### config.mk
export PLATFORM = sky130hd
export DESIGN_NAME = sorted_priority_queue_top
export DESIGN_NICKNAME = d
export VERILOG_FILES = /design/src/hw/rtl/spq_pkg.sv /design/src/hw/rtl/spq_cell.sv /design/src/hw/rtl/sorted_priority_queue_top.sv
export SDC_FILE = /design/constraint.sdc
export NUM_CORES = 1
export LEC_CHECK = 0
export BUFFER_PORTS_ARGS = -buffer_cell sky130_fd_sc_hd__buf_2
export CORE_ASPECT_RATIO = 1.2
export CORE_MARGIN = 2
export CORE_UTILIZATION = 60
export CTS_CLUSTER_DIAMETER = 40
export CTS_CLUSTER_SIZE = 14
export DETAILED_ROUTE_END_ITERATION = 7
export PLACE_DENSITY_LB_ADDON = 0.1
export SLEW_MARGIN = 20
export SYNTH_ARGS = -nofsm -noshare
export SYNTH_HDL_FRONTEND = slang
export SYNTH_HIERARCHICAL = 1
export SYNTH_SLANG_ARGS = --single-unit
### constraint.sdc
create_clock -name clk -period 16.8 [get_ports clk]
set_input_delay 2.52 -clock clk [delete_from_list [all_inputs] [get_ports clk]]
set_output_delay 2.52 -clock clk [all_outputs]
set_load 0.03 [all_outputs]
### src/hw/rtl/spq_pkg.sv
// ----------------------------------------------------------------------------
// spq_pkg
// Shared types and codes for the sorted priority queue.
// ----------------------------------------------------------------------------
package spq_pkg;

    localparam int DEPTH_DEFAULT = 16;
    localparam int ID_W          = 16;
    localparam int PRIO_W        = 8;
    localparam int STATUS_W      = 2;
    localparam int COUNT_OUT_W   = 5;

    // operation codes on func
    localparam logic FUNC_INSERT = 1'b0;
    localparam logic FUNC_REMOVE = 1'b1;

    typedef enum logic [STATUS_W-1:0] {
        ST_OK        = 2'd0,
        ST_NOT_FOUND = 2'd1,
        ST_FULL      = 2'd2
    } spq_status_t;

    // one held entry
    typedef struct packed {
        logic [ID_W-1:0]   id;
        logic [PRIO_W-1:0] prio;
    } spq_slot_t;

    // operation broadcast to every cell
    typedef struct packed {
        logic              ins;  // insert that is not refused
        logic              rem;  // remove whose id was found
        logic [ID_W-1:0]   id;
        logic [PRIO_W-1:0] prio;
    } spq_op_t;

endpackage

### src/hw/rtl/spq_cell.sv
// ----------------------------------------------------------------------------
// spq_cell
// One slot of the queue: holds an entry, compares it against the broadcast
// operation and shifts with its neighbours.
// ----------------------------------------------------------------------------
module spq_cell
(
    input  logic               clk,
    input  spq_pkg::spq_op_t   op,
    input  logic               occupied,
    input  logic               prev_keep,   // slot ahead keeps its entry
    input  spq_pkg::spq_slot_t prev_slot,
    input  spq_pkg::spq_slot_t next_slot,
    input  logic               found_in,    // id matched in a slot ahead
    output logic               keep,
    output logic               found_out,
    output spq_pkg::spq_slot_t slot
);

    spq_pkg::spq_slot_t slot_reg;
    spq_pkg::spq_slot_t slot_next;

    // equal priorities stay ahead of the new entry
    assign keep      = occupied && (slot_reg.prio >= op.prio);
    assign found_out = found_in || (occupied && (slot_reg.id == op.id));
    assign slot      = slot_reg;

    always_comb
    begin
        slot_next = slot_reg;
        if (op.ins && !keep)
        begin
            if (prev_keep)
            begin
                slot_next.id   = op.id;
                slot_next.prio = op.prio;
            end
            else
            begin
                slot_next = prev_slot;
            end
        end
        else if (op.rem && found_out)
        begin
            // the matching slot and all behind it move one forward
            slot_next = next_slot;
        end
    end

    always_ff @(posedge clk)
    begin
        slot_reg <= slot_next;
    end

endmodule

### src/hw/rtl/sorted_priority_queue_top.sv
// ----------------------------------------------------------------------------
// sorted_priority_queue_top
// Shift-register priority queue built from a row of compare-and-shift cells.
// ----------------------------------------------------------------------------
// Every slot decides its next content combinationally in the cycle of the
// transfer, so the queue takes one operation per cycle for as long as the
// result side does not stall; the result register holds one result and the
// input stalls while that result waits. The critical path is the id
// compare in each cell followed by the first-match chain that runs along the
// row of DEPTH cells on a remove. Entries are sorted by priority, highest at
// the head, earlier arrivals first among equals; inserts into a full queue are
// refused and removes of an absent id report not found, leaving the queue as
// it was. Slot contents have no reset: only occupied slots are ever shown.
// ----------------------------------------------------------------------------
module sorted_priority_queue_top
#(
    parameter int DEPTH = spq_pkg::DEPTH_DEFAULT
)
(
    input  logic                          clk,
    input  logic                          rst_n,
    input  logic                          in_valid,
    output logic                          in_stall,
    input  logic                          func,
    input  logic [spq_pkg::ID_W-1:0]      proc_id,
    input  logic [spq_pkg::PRIO_W-1:0]    proc_priority,
    output logic                          out_valid,
    input  logic                          out_stall,
    output logic [spq_pkg::STATUS_W-1:0]  status,
    output logic [spq_pkg::COUNT_OUT_W-1:0] entry_count,
    output logic                          head_valid,
    output logic [spq_pkg::ID_W-1:0]      head_id,
    output logic [spq_pkg::PRIO_W-1:0]    head_priority
);

    localparam int CNT_W = $clog2(DEPTH + 1);
    localparam int EXT_W = (CNT_W > spq_pkg::COUNT_OUT_W) ? CNT_W : spq_pkg::COUNT_OUT_W;

    logic [CNT_W-1:0]        count_reg;
    logic [CNT_W-1:0]        count_next;
    logic                    out_valid_reg;
    logic                    out_valid_next;
    spq_pkg::spq_status_t    status_reg;
    spq_pkg::spq_status_t    status_next;

    logic                    in_fire;
    logic                    is_full;
    logic                    found;
    spq_pkg::spq_op_t        op;

    logic                    keep    [DEPTH];
    logic                    found_c [DEPTH];
    spq_pkg::spq_slot_t      slot_c  [DEPTH];
    logic [EXT_W-1:0]        count_ext;

    assign in_stall = out_valid_reg && out_stall;
    assign in_fire  = in_valid && !in_stall;
    assign is_full  = (count_reg == CNT_W'(DEPTH));
    assign found    = found_c[DEPTH-1];

    assign op.ins  = in_fire && (func == spq_pkg::FUNC_INSERT) && !is_full;
    assign op.rem  = in_fire && (func == spq_pkg::FUNC_REMOVE) && found;
    assign op.id   = proc_id;
    assign op.prio = proc_priority;

    genvar k;
    generate
        for (k = 0; k < DEPTH; k++)
        begin : g_cell
            logic               prev_keep_k;
            logic               found_in_k;
            spq_pkg::spq_slot_t prev_slot_k;
            spq_pkg::spq_slot_t next_slot_k;

            if (k == 0)
            begin : g_head
                assign prev_keep_k = 1'b1;
                assign found_in_k  = 1'b0;
                assign prev_slot_k = slot_c[0];
            end
            else
            begin : g_body
                assign prev_keep_k = keep[k-1];
                assign found_in_k  = found_c[k-1];
                assign prev_slot_k = slot_c[k-1];
            end

            if (k == DEPTH - 1)
            begin : g_tail
                assign next_slot_k = slot_c[k];
            end
            else
            begin : g_inner
                assign next_slot_k = slot_c[k+1];
            end

            spq_cell u_cell
            (
                .clk       (clk),
                .op        (op),
                .occupied  (CNT_W'(k) < count_reg),
                .prev_keep (prev_keep_k),
                .prev_slot (prev_slot_k),
                .next_slot (next_slot_k),
                .found_in  (found_in_k),
                .keep      (keep[k]),
                .found_out (found_c[k]),
                .slot      (slot_c[k])
            );
        end
    endgenerate

    always_comb
    begin
        count_next     = count_reg;
        status_next    = status_reg;
        out_valid_next = out_valid_reg && out_stall;
        if (in_fire)
        begin
            out_valid_next = 1'b1;
            if (func == spq_pkg::FUNC_INSERT)
            begin
                if (is_full)
                begin
                    status_next = spq_pkg::ST_FULL;
                end
                else
                begin
                    status_next = spq_pkg::ST_OK;
                    count_next  = count_reg + CNT_W'(1);
                end
            end
            else
            begin
                if (found)
                begin
                    status_next = spq_pkg::ST_OK;
                    count_next  = count_reg - CNT_W'(1);
                end
                else
                begin
                    status_next = spq_pkg::ST_NOT_FOUND;
                end
            end
        end
    end

    always_ff @(posedge clk or negedge rst_n)
    begin
        if (!rst_n)
        begin
            count_reg     <= '0;
            out_valid_reg <= 1'b0;
            status_reg    <= spq_pkg::ST_OK;
        end
        else
        begin
            count_reg     <= count_next;
            out_valid_reg <= out_valid_next;
            status_reg    <= status_next;
        end
    end

    // cells and count only move on a transfer, so the head view holds while stalled
    assign count_ext     = EXT_W'(count_reg);
    assign out_valid     = out_valid_reg;
    assign status        = status_reg;
    assign entry_count   = count_ext[spq_pkg::COUNT_OUT_W-1:0];
    assign head_valid    = (count_reg != '0);
    assign head_id       = head_valid ? slot_c[0].id : '0;
    assign head_priority = head_valid ? slot_c[0].prio : '0;

endmodule
---- After elaboration in Yosys (flattened, before gate mapping) ----
Index checks and enable logic that the tools add are counted.
operators by class
  $add $sub $neg .......................... 2
  $lt $le $gt $ge ......................... 32
  eq/ne operators ......................... 19
  multiplexer cells ....................... 54
  bitwise operators ....................... 1
  reduce and logical (&&, ||, !) cells .... 119
operators by type and width
  cell                                                                          count
  24-bit two-way mux                                                            45
  16-bit == test                                                                16
  8-bit >= comparator                                                           16
  1-bit logical AND                                                             69
  4-bit by 5-bit less-than comparator with 1-bit output (first input constant)  8
  2-bit nonzero test                                                            15
  3-bit by 5-bit less-than comparator with 1-bit output (first input constant)  4
  1-bit logical NOT                                                             18
  16-bit two-way mux                                                            1
  1-bit logical OR                                                              15
  5-bit two-way mux                                                             3
  1-bit by 5-bit less-than comparator with 1-bit output (first input constant)  2
  2-bit by 5-bit less-than comparator with 1-bit output (first input constant)  2
  8-bit two-way mux                                                             1
  5-bit by 1-bit adder with 5-bit output (second input constant)                1
  5-bit == test (second input constant)                                         1
  5-bit nonzero test                                                            1
  5-bit by 1-bit subtractor with 5-bit output (second input constant)           1
  2-bit two-way mux                                                             2
  3-bit AND reduction                                                           1
  1-bit two-way mux                                                             2
  2-bit by 1-bit != test with 1-bit output (second input constant)              1
  2-bit != test (second input constant)                                         1
  1-bit NOT                                                                     1
word-level totals
  register bits ........................... 392

---- Depth between registers and ports, before layout ----
Gate-level depths: netlist (run 1).
  word-level depth ........................ 21
  gate-level depth with buffers ........... 23

---- Cells and area by module ----
Netlist (run 1), hierarchy kept.
by module, submodules not included
  module                           times used  cells each  area each (um2)
  spq_cell (g_cell[0].u_cell ...)  9           132         1814.2
  spq_cell (g_cell[3].u_cell ...)  7           133         1828.0
  sorted_priority_queue_top        1           108         849.6

---- Least setup slack after synthesis (run 1) ----
Ideal clock, no wire load.
  path kind ............................... input -> register
  from .................................... input port proc_id[1] (netlist name)
  to ...................................... register g_cell[3].u_cell.slot_reg, in the netlist g_cell[3].u_cell/slot[0] (enable)
  arrival ................................. 6866 ps
  path slack .............................. 9440 ps
  stages on the path ...................... 22
  path buffers ............................ 0
  cell sequence ........................... xnor2_1 -> nand4_1 -> nor3_1 -> a41o_1 -> a41o_1 -> a41o_1 -> o21bai_1 -> o21bai_1 -> o21bai_1 -> o21bai_1 -> o21bai_1 -> o21bai_1 -> o21bai_1 -> a41o_1 -> a41o_1 -> a41o_1 -> a41o_1 -> a41o_1 -> a41o_1 -> and3_1 -> nand2_1 -> o211ai_1
RTL lines
  what                  line                             RTL
  start, declared       sorted_priority_queue_top.sv:25  input logic [spq_pkg::ID_W-1:0] proc_id,
  end signal, assigned  spq_cell.sv:52                   slot_reg <= slot_next;
  end, declared         spq_cell.sv:20                   spq_pkg::spq_slot_t slot_reg;

==> summary.txt, run 1 <==
Run status
  – Outcome: finished, final reports clean

Floorplanning
  – Die area: 0.0517 sq mm
  – IO Pins: 63
  – Die width: 208 um
  – Initial Util: 0.609
  – Row count: 89
  – Core Box Area: 0.0492 sq mm
  – Die Ht: 249 um

Pwr
  – Sequential power share: 0.342
  – VDD IR max: 79.1 uV
  – Leakage: 12.8 nW
  – Switching power share of the total: 0.318
  – Gate power share: 0.336
  – Clock power share: 0.323
  – Internal power: 0.00287 W
  – Net Sw Power: 0.00134 W
  – Power per cell area: 129 mW/mm^2

Routing
  – Routed wire length: 73.5 mm
  – WL met3: 2.44 mm
  – Remaining antenna violation count after routing: 0
  – Via count: 18,100
  – DR top layer: met4
  – WL met1: 28.4 mm
  – Drt via density: 6.06
  – First drt pass iteration count: 5
  – WL/cell: 24.6 um
  – # DRC: 0
  – Initial DRC count: 971
  – Met2 WL post-DR: 39.1 mm

Layout
  – Sequential Area: 0.0117 sq mm
  – # fillers: 3,632
  – Max reg flops: 384
  – Post-Layout Cell Count: 2,989
  – Share of cells above drive strength 1: 0.447
  – Layout area overhead: 9.30%
  – Area of the multi-input gates: 0.0168 sq mm
  – # nets final: 2,461

Timing
  – Max Fclk: 128 MHz
  – Post-route clock period utilization: 0.466
  – Slew HR: 0.262
  – RSZ-0062 raised after global routing: no
  – Hold Vio Cnt, Final: 0
  – Worst-margin pin slew: 1110 ps
  – Final Critical Period: 7820 ps
  – Worst Skew: 29.4 ps
  – Final Slew Violations: 0
  – # setup viols final: 0
  – Setup TNS: 0 ps

CTS
  – Post-CTS Hold Fix Bufs: 0
  – # clock sinks: 392
  – Post-CTS Setup Bufs: 0
  – Clk slew on worst S/H paths: 50 ps
  – CTS tree: done
  – Clock root cell: clkbuf_16
  – Post-CTS sizing: 0
  – CTS H-tree depth: 3
  – TritonCTS Buffers: 67
  – CTS Buffer Depth: 3
  – Latest clock arrival within the worst-skew pair: 590 ps

Min path
  – Hold Crit Class: reg -> reg

Placed design
  – HPWL after detailed placement: 53.3 mm
  – IO Port Bufs: 62
  – Cell total after placement: 2,868
  – GP Congestion: 0.842

Global routing
  – First-pass GRT wire length: 114 mm
  – Pin count of the biggest net entering global routing: 33
  – Total track usage: 0.283
  – GRT Residual Overflow: 0
  – Initial antenna violation count: 1
  – Number of global-route vias before repair: 19,600

Worst setup path
  – Worst Path Arrival: 7970 ps
  – Setup crit end kind: flop
  – CP Class: in -> reg
  – CP Data Required Time: 16,950 ps
  – Crit-path max FO: 32
  – Crit start category: input pin

Yosys
  – Syn Nets: 2,385
  – Mean post-synth cell area: 13.5 sq um
  – Synth Instances: 2,224
  – Ys Warns: 6
  – Netlist Area Pre-Place: 0.0300 sq mm

Run
  – MaxCap Viol Count: 0
worst max-delay path, stage by stage:
cell,delay [ps]
buf_2,600
xnor2_1,180
nand4_1,160
nor3_1,70
a41o_1,250
a41o_1,230
a41o_1,250
o21bai_1,190
o21bai_1,180
o21bai_1,180
o21bai_1,190
o21bai_1,180
o21bai_1,180
o21bai_1,170
a41o_1,220
a41o_1,220
a41o_1,230
a41o_1,220
a41o_1,220
a41o_1,300
and3_1,200
buf_4,220
a21o_1,580
worst paths after layout:
kind | startpoint | end | slack (ps) | cells after the start
setup / recovery | proc_id[10] | g_cell[1].u_cell/slot[7] | 8980 | 23
hold / removal | status[0] | status[0] | 490 | 2
setup reg to reg | entry_count[4] | g_cell[1].u_cell/slot[7] | 10530 | 21
hold reg to reg | status[0] | status[0] | 490 | 2
max in group asynchronous | rst_n | entry_count[1] | 14800 | 1
min in group asynchronous | rst_n | out_valid | 1800 | 1
cell usage in the layout, fill, tap and decap left out, types with 10 or more instances in the layout:
master,n
mux2_4,311
buf_2,62
clkbuf_16,69
buf_4,38
a21oi_2,15
nor4_1,30
o21bai_1,12
ha_1,132
nand2_1,28
inv_1,159
o21ai_1,10
o21a_1,16
and2_1,24
o21ai_0,30
nand3_1,24
xnor2_1,117
a211oi_1,18
nand2b_1,13
xor2_1,143
nor2_1,12
mux2_2,457
a21o_2,10
edfxtp_1,384
o2111ai_2,16
nand4_1,25
nor3_1,17
per-layer routing:
layer / vias up / track usage
met5: - / 0
met4: 0 / 0.141
met3: 177 / 0.0356
met2: 443 / 0.526
met1: 9001 / 0.316
li1: 8500 / -
final cells by class:
class,instances,area share
Multi-Input combinational cell,1579,0.513
Sequential cell,392,0.358
Clock buffer,76,0.0535
Tap cell,637,0.0243
Timing Repair Buffer,101,0.0186
Inverter,159,0.0182
Clock inverter,44,0.0142
Antenna cell,1,0.0000764
power groups by stage:
stage | clock [W] | sequential (W) | combinational (W)
floorplan | 0 | 0.00139 | 0.00114
global placement | 0 | 0.00145 | 0.00137
detailed placement | 0 | 0.00146 | 0.00140
CTS | 0.00138 | 0.00144 | 0.00141
global route | 0.00143 | 0.00145 | 0.00151
finish | 0.00136 | 0.00144 | 0.00141
per-stage QoR:
step	worst slack, ps	cell area [sq um]	hold WS [ps]	utilization	power (W)
floorplan	9440	30000	572	-	0.00253
CTS	9000	32700	492	0.665	0.00423
global route	8660	32700	530	0.665	0.00439
detailed placement	8430	30500	481	0.620	0.00286
finish	8980	32700	486	0.665	0.00421
global placement	8460	30500	469	0.620	0.00282
(Power assumes the default switching activity.)
==> inputs of run 2 (changes only) <==
==> constraint.sdc (replaced) <==
create_clock -name clk -period 7.5 [get_ports clk]
set_input_delay 1.125 -clock clk [delete_from_list [all_inputs] [get_ports clk]]
set_output_delay 1.125 -clock clk [all_outputs]
set_load 0.03 [all_outputs]
==> summary.txt, run 2 (synthesis results as in run 1) <==
Worst setup path
  – R2r startpoint: entry_count[4]
  – CP Class: reg -> reg
  – Most frequent CP cell: a41o_1
  – Setup crit end kind: flop
  – Worst r2r dst: g_cell[15].u_cell/slot[17]
  – Internal reg-to-reg setup slack: 1230 ps
  – Cells on worst reg2reg path: 20
  – CP max-delay cell: a21o_1
  – Worst-path cell chain: nor2_1 -> nand2_1 -> a41o_1 -> a41o_1 -> a41o_1 -> o21bai_1 -> o21bai_1 -> o21bai_1 -> o21bai_1 -> o21bai_1 -> o21bai_1 -> o21bai_1 -> a41o_1 -> a41o_1 -> a41o_1 -> a41o_1 -> a41o_1 -> a41o_1 -> and3_1 -> a21o_1
  – Crit-path max FO: 24
  – Slowest stage delay, CP: 660 ps
  – Crit start category: flop
  – Worst Path Arrival: 6450 ps
  – CP Data Required Time: 7680 ps

Timing
  – Slew HR: 0.255
  – Hold_ws: 387 ps
  – Worst Skew: 34.4 ps
  – Max Fclk: 159 MHz
  – RSZ-0062 raised after global routing: no
  – Setup TNS: 0 ps
  – Post-route clock period utilization: 0.836
  – Hold Vio Cnt, Final: 0
  – Worst-margin pin slew: 1120 ps
  – Final Critical Period: 6270 ps
  – # setup viols final: 0
  – Final Slew Violations: 0

Layout
  – N_diodes: 0
  – Commonest non-fill, non-tap cell in the layout: mux2_2
  – Share of cells above drive strength 1: 0.447
  – Layout area overhead: 8.65%
  – Final Instance Area: 0.0326 sq mm
  – # fillers: 3,611
  – Post-layout util: 0.661
  – Commonest non-fill, non-tap cells in the layout: 457 x mux2_2, 384 x edfxtp_1, 311 x mux2_4, 159 x inv_1, 143 x xor2_1
  – Max reg flops: 384
  – # nets final: 2,462

CTS
  – Clk slew on worst S/H paths: 60 ps
  – Clock root cell: clkbuf_16
  – Post-CTS sizing: 0
  – CTS tree: done
  – Post-CTS Setup Bufs: 0
  – CTS Buffer Depth: 3
  – # clock sinks: 392
  – Latest clock arrival within the worst-skew pair: 620 ps
  – CTS H-tree depth: 2
  – TritonCTS Buffers: 56
  – Post-CTS Hold Fix Bufs: 0

Pwr
  – Leakage: 12.7 nW
  – Power per cell area: 279 mW/mm^2
  – VDD IR max: 185 uV

Routing
  – First drt pass iteration count: 5
  – Drt via density: 6.06
  – Initial DRC count: 1,129
  – Via count: 18,100
  – Remaining antenna violation count after routing: 0
  – WL/cell: 24.2 um
  – # DRC: 0
  – Routed wire length: 72.3 mm

Placed design
  – IO Port Bufs: 62
  – HPWL after detailed placement: 53.6 mm
  – DP Area: 0.0306 sq mm
  – GP Congestion: 0.863

Floorplanning
  – Row count: 89
  – Core Box Area: 0.0492 sq mm
  – Initial Util: 0.609
  – Die width: 208 um
  – Die area: 0.0517 sq mm
  – Die Ht: 249 um
  – IO Pins: 63

Global routing
  – Total track usage: 0.277
  – Number of global-route vias before repair: 19,700
  – Initial antenna violation count: 1
  – Pin count of the biggest net entering global routing: 33
  – GRT Residual Overflow: 0
  – First-pass GRT wire length: 113 mm

Min path
  – Hold Crit Class: in -> async

Run
  – MaxCap Viol Count: 0

Run status
  – Outcome: finished, final reports clean
-- run 2: cell count changes in the layout (fill, tap and decap cells not counted), moves of 2 or more --
cell	delta
buf_4	+13
clkbuf_16	-13
clkinv_2	-5
inv_6	+5
clkbuf_1	-4
inv_8	+4
clkinvlp_4	-3
a21o_1	+2
a21o_2	-2
-- run 2: worst max path at each step --
stage / endpoint / startpoint / depth (start not counted)
detailed placement: g_cell[14].u_cell/slot[18] / proc_id[1] / 22
CTS: g_cell[13].u_cell/slot[1] / entry_count[4] / 20
global placement: g_cell[14].u_cell/slot[18] / proc_id[1] / 22
global route: g_cell[15].u_cell/slot[15] / entry_count[1] / 20
floorplan: g_cell[3].u_cell/slot[0] / proc_id[1] / 22
finish: g_cell[15].u_cell/slot[17] / entry_count[4] / 20
-- run 2: area by class of cell --
| cell class | count | area [sq um] | area share |
|---|---|---|---|
| clock buffer | 59 | 1410 | 0.0434 |
| clock inverter | 46 | 541 | 0.0166 |
| inverter | 159 | 597 | 0.0183 |
| multi-input combinational | 1579 | 16800 | 0.515 |
| sequential | 392 | 11700 | 0.360 |
| tap | 637 | 797 | 0.0245 |
| timing repair buffer | 113 | 693 | 0.0213 |
-- run 2: per-layer routing --
layer,track usage,vias to the layer above,part of all wire
met5,0,-,0.00018
met4,0.131,2,0.047
met3,0.0327,173,0.029
met2,0.516,376,0.53
met1,0.311,9031,0.39
li1,-,8499,-
-- run 2: report_power, final --
part / switching (W) / leakage [nW] / internal (W)
registers: 0.000337 / 3.66 / 0.00287
logic: 0.00151 / 8.09 / 0.00163
clock network: 0.00110 / 0.942 / 0.00165
-- run 2: critical path: cells and delay by family (launching register included) --
kind,cells,cell delay (ps)
AND/OR/NAND/NOR,3,1140
AO/OA/AOI/OAI,17,4110
flip-flops,1,580
-- run 2: metrics by stage --
stage	power, W	instances	setup slack (ps)
6_report	0.00910	2985	1230
5_1_grt	0.00949	2985	967
4_1_cts	0.00915	2985	1310
3_5_place_dp	0.00638	2880	731
3_3_place_gp	0.00629	2880	832
2_1_floorplan	0.00567	2224	1530
